### src/rtl/dcsf_pkg.sv
`timescale 1ns / 1ps
// Package for the dual-channel selectable FIR: default sizes, item kinds,
// filter and register codes, sequencer states and the MAC control bundle.
// No dependencies.
package dcsf_pkg;

  localparam int DEF_MAX_TAPS    = 512;
  localparam int DEF_SAMPLE_BITS = 16;
  localparam int CFG_IDX_W       = 2;

  localparam logic [1:0] KIND_SAMPLE  = 2'd0;
  localparam logic [1:0] KIND_LOAD_HP = 2'd1;
  localparam logic [1:0] KIND_LOAD_LP = 2'd2;

  localparam logic [1:0] FILT_HIGH = 2'd1;
  localparam logic [1:0] FILT_LOW  = 2'd2;

  localparam logic [CFG_IDX_W-1:0] REG_MODE_ONE = 2'd0;
  localparam logic [CFG_IDX_W-1:0] REG_MODE_TWO = 2'd1;
  localparam logic [CFG_IDX_W-1:0] REG_HP_TAPS  = 2'd2;
  localparam logic [CFG_IDX_W-1:0] REG_LP_TAPS  = 2'd3;

  typedef enum logic [2:0] {
    S_CLEAR,
    S_IDLE,
    S_RUN,
    S_DRAIN,
    S_FINISH
  } state_t;

  typedef struct packed {
    logic       clear;
    logic       step;
    logic [1:0] en;
  } mac_ctrl_t;

endpackage

### src/rtl/dcsf_mac.sv
`timescale 1ns / 1ps
// Two-lane multiply-accumulate unit with round-half-up and saturation.
// Depends on dcsf_pkg (mac_ctrl_t).
module dcsf_mac
  import dcsf_pkg::*;
#(
  parameter int MAX_TAPS    = DEF_MAX_TAPS,
  parameter int SAMPLE_BITS = DEF_SAMPLE_BITS
) (
  input  logic                          clk,
  input  mac_ctrl_t                     ctrl,
  input  logic signed [SAMPLE_BITS-1:0] hist_one,
  input  logic signed [SAMPLE_BITS-1:0] hist_two,
  input  logic signed [SAMPLE_BITS-1:0] coef_one,
  input  logic signed [SAMPLE_BITS-1:0] coef_two,
  output logic signed [SAMPLE_BITS-1:0] res_one,
  output logic signed [SAMPLE_BITS-1:0] res_two
);

  localparam int FRAC  = SAMPLE_BITS - 1;
  localparam int PROD_W = 2 * SAMPLE_BITS;
  localparam int ACC_W  = PROD_W + $clog2(MAX_TAPS);
  localparam int RND_W  = ACC_W + 1;
  localparam logic signed [RND_W-1:0] HALF  = RND_W'(1) <<< (FRAC - 1);
  localparam logic signed [RND_W-1:0] Q_MAX = (RND_W'(1) <<< FRAC) - RND_W'(1);
  localparam logic signed [RND_W-1:0] Q_MIN = -(RND_W'(1) <<< FRAC);

  logic signed [SAMPLE_BITS-1:0] a [2];
  logic signed [SAMPLE_BITS-1:0] b [2];
  logic signed [PROD_W-1:0]      prod [2];
  logic                          prod_valid;
  logic signed [ACC_W-1:0]       acc [2];
  logic signed [RND_W-1:0]       rnd [2];
  logic signed [RND_W-1:0]       q [2];
  logic signed [SAMPLE_BITS-1:0] res [2];

  assign a[0] = hist_one;
  assign a[1] = hist_two;
  assign b[0] = coef_one;
  assign b[1] = coef_two;

  always_ff @(posedge clk) begin
    prod_valid <= ctrl.step;
    for (int l = 0; l < 2; l++) begin
      prod[l] <= ctrl.en[l] ? PROD_W'(a[l] * b[l]) : PROD_W'(0);
      if (ctrl.clear) begin
        acc[l] <= '0;
      end else if (prod_valid) begin
        acc[l] <= acc[l] + ACC_W'(prod[l]);
      end
    end
  end

  always_comb begin
    for (int l = 0; l < 2; l++) begin
      rnd[l] = RND_W'(acc[l]) + HALF;
      q[l]   = rnd[l] >>> FRAC;
      if (q[l] > Q_MAX) begin
        res[l] = SAMPLE_BITS'(Q_MAX);
      end else if (q[l] < Q_MIN) begin
        res[l] = SAMPLE_BITS'(Q_MIN);
      end else begin
        res[l] = SAMPLE_BITS'(q[l]);
      end
    end
  end

  assign res_one = res[0];
  assign res_two = res[1];

endmodule

### config.mk
export PLATFORM = sky130hd
export DESIGN_NAME = dcsf_mac
export DESIGN_NICKNAME = d
export VERILOG_FILES = /design/src/rtl/dcsf_pkg.sv /design/src/rtl/dcsf_mac.sv
export SDC_FILE = /design/constraint.sdc
export NUM_CORES = 2
export LEC_CHECK = 0
export BUFFER_PORTS_ARGS = -buffer_cell sky130_fd_sc_hd__buf_4
export CORE_MARGIN = 3
export CORE_UTILIZATION = 65
export CTS_CLUSTER_SIZE = 28
export DETAILED_ROUTE_END_ITERATION = 7
export GPL_TIMING_DRIVEN = 0
export HOLD_SLACK_MARGIN = 0.1
export PLACE_DENSITY = 0.83
export SYNTH_ARGS = -nofsm -noshare
export SYNTH_HDL_FRONTEND = slang
export SYNTH_SLANG_ARGS = --single-unit
### constraint.sdc
create_clock -name clk -period 15.1 [get_ports clk]
set_input_delay 1.51 -clock clk [delete_from_list [all_inputs] [get_ports clk]]
set_output_delay 1.51 -clock clk [all_outputs]
set_load 0.01 [all_outputs]
==> out/results.ini <==
[sta]
rsz0062_at_grt=false
tns_ns=0
min_period_ns=8.19
finalCritPeriodShare=0.543
max_slew.worst_pin.slew_ns=0.856
setup_viol=0
slew_viol_final=0
slew_headroom=0.429
skew_ns=0.00923
finalHoldViolCount=0
timing.fmax_ghz=0.122
fin_ws_ns=6.91

[floorplan]
die_h_microns=218
die_area_sq_um=47500
initial_utilization=0.659
die_x_microns=218
rows=77
design.core.area_sq_um=44300
ios=101

[yosys]
yosysSeqAreaShare=0.129
synthesis.area_sq_um=29200
yosysWarnings=0
yosysTopAreaCell=fa_1
synth_cell_types=77
yosys.area.top_type_share=0.360
syn_area_per_cell_sq_um=9.03
synth_edf_count=82
synth_area_leaders=fa_1, ha_1, edfxtp_1
synth.ff_latch_count=147
syn_nets=4075
synthArstFlopShare=0
netlist_instances=3234
ys.flop_type=edfxtp_1

[detailed_routing]
drc=0
wl_met1_microns=30000
routed_via_density=5.81
routed-wl-met3_microns=6130
drt_first_pass_iters=6
routed.top_layer=met4
wire_per_inst_microns=18.3
dr_wl_met2_microns=33900
drt_iter0_markers=1905
drtAntennaViolNets=0
totalWireLength_microns=72600
vias=23000

[global_routing]
grt_max_degree=44
grt_overflow_total=0
grt_pass1_vias=24200
grt_pass1_wl_microns=121000
grtUsageTotal=0.318
antenna_found_initial=0

[worst_setup_path]
cp-end-kind=flop
crit_top_cell=fa_1
cp-start-kind=input pin
worst-setup-path-type=in -> reg
timing.rr.end=acc[0][40]$_SDFFCE_PN0P_
crit_required_ns=15.37
worstPathMaxFanout=10
crit_start=hist_one[5]
cpMaxStageDelayCell=a2111oi_0
max_stage_delay_ns=0.75
r2r_setup_slack_ns=11.23
path_cells=buf_4, clkbuf_1, nand2_1, fa_1, inv_1, fa_1, inv_1, fa_1, inv_1, fa_1, fa_1, inv_1, fa_1, inv_1, ha_1, or3_1, o211ai_1, a31oi_1, a2111oi_0, nor2b_1, o21a_1, o31ai_1
arrival_ns=8.46
endpoint=prod[0][28]$_SDFF_PN0_
ff2ff_path_depth=13
worstReg2RegStart=acc[0][0]$_SDFFCE_PN0P_

[clocking]
root_buffer=clkbuf_16
cts_resized=0
clk_path_buf_depth=2
cts-htree-levels=4
clock_sinks=147
ctsHoldBuffers=0
insertion_delay_ns=0.44
path_clk_slew_ns=0.07
cts_tree=yes
numCtsBuffers=17
postCtsSetupBuffers=0

[status]
run_status=finished clean

[final_layout]
layout_commonest_cell=inv_1
nets=4195
n_antenna_cell=0
synthToLayoutAreaGrowth_pct=7.21
mostFrequentLayoutCells=inv_1, fa_1, nand2_1
fillers=3397
drive_gt1_frac=0.0502

[placed_design]
placement.io_buffers=100
dp_slack_ns=6.66
dpl.hpwl_microns=60800
gp_congestion=0.994

[run]
maxCapViolations=0

[min_path]
holdCritPathClass=reg -> reg

## kinds of logic after synthesis
group / share of synthesized area
and+or+nand+nor: 0.171
AOI/OAI and AO/OA: 0.0950
xor gates and xnor gates: 0.0453
adders and majority gates: 0.466
buffers and inverters: 0.0917
DFF: 0.129
muxes: 0.00283
## synth_stat cells (3+ instances only)
| master | number |
|---|---|
| a221o_1 | 3 |
| edfxtp_1 | 82 |
| nand3_1 | 51 |
| nor2b_1 | 19 |
| a2111oi_0 | 6 |
| buf_1 | 3 |
| nand4_1 | 24 |
| buf_2 | 5 |
| or4_1 | 4 |
| a31oi_1 | 24 |
| fa_1 | 526 |
| xor2_1 | 57 |
| a211o_1 | 5 |
| o21ai_0 | 91 |
| a31o_2 | 4 |
| ha_1 | 246 |
| clkbuf_1 | 89 |
| nand2b_1 | 23 |
| nor3_1 | 33 |
| dfxtp_1 | 65 |
| nand2_1 | 329 |
| o211ai_1 | 10 |
| o22ai_1 | 5 |
| o21a_1 | 23 |
| nor3b_1 | 6 |
| a211oi_1 | 19 |
| inv_1 | 614 |
| and3_1 | 18 |
| a21o_1 | 52 |
| or3_1 | 7 |
| mux2i_1 | 6 |
| o31ai_1 | 5 |
| or2_2 | 5 |
| and2_1 | 289 |
| xnor2_1 | 94 |
| nor4_1 | 8 |
| o21bai_1 | 19 |
| a21oi_1 | 136 |
| nor2_1 | 180 |
| o21ai_1 | 6 |
## flip-flops by register name (all words and copies together) (netlist names)
| signal | flops |
|---|---|
| acc | 82 |
| prod | 64 |
| prod_valid | 1 |
## worst min path at each step
stage / start / endpoint / cells after the start
floorplan: prod[0][32]$_SDFF_PN0_ / acc[1][0]$_SDFFCE_PN0P_ / 2
global placement: prod[0][32]$_SDFF_PN0_ / acc[1][0]$_SDFFCE_PN0P_ / 2
detailed placement: prod[0][32]$_SDFF_PN0_ / acc[1][0]$_SDFFCE_PN0P_ / 2
CTS: prod[0][32]$_SDFF_PN0_ / acc[1][0]$_SDFFCE_PN0P_ / 2
global route: prod[0][32]$_SDFF_PN0_ / acc[1][0]$_SDFFCE_PN0P_ / 2
finish: prod[0][32]$_SDFF_PN0_ / acc[1][0]$_SDFFCE_PN0P_ / 2
## critical path: cells and delay by family
family	cells	cell delay (ns)
AO/OA/AOI/OAI	5	1.96
adder cells (fa/ha/maj)	7	3.28
buffers and inverters	7	1.01
AND/OR/NAND/NOR	3	0.70
## final cells by class
type	count	area, sq um	area share
buffer	97	370	0.0118
clock buffer	18	450	0.0144
clock inverter	14	134	0.00427
inverter	615	2310	0.0737
multi-input combinational	2375	22800	0.727
sequential	147	3760	0.120
tap	592	741	0.0237
timing repair buffer	101	778	0.0249
## routing by layer
layer	GRT usage	up-vias
met3	0.0592	183
met4	0.107	0
met2	0.513	990
met5	0	-
li1	-	10400
met1	0.437	11400
## through the flow
| stage | util | instance area (sq um) | cells | hold WS [ns] |
|---|---|---|---|---|
| floorplan | - | 29200 | 3234 | 0.593 |
| global placement | 0.693 | 30700 | 3926 | 0.616 |
| detailed placement | 0.693 | 30700 | 3927 | 0.624 |
| CTS | 0.707 | 31300 | 3959 | 0.634 |
| global route | 0.707 | 31300 | 3959 | 0.671 |
| finish | 0.707 | 31300 | 3959 | 0.627 |
Power is not shown: default switching activity piles up to over one toggle a cycle in this logic, so the estimate is an artifact.
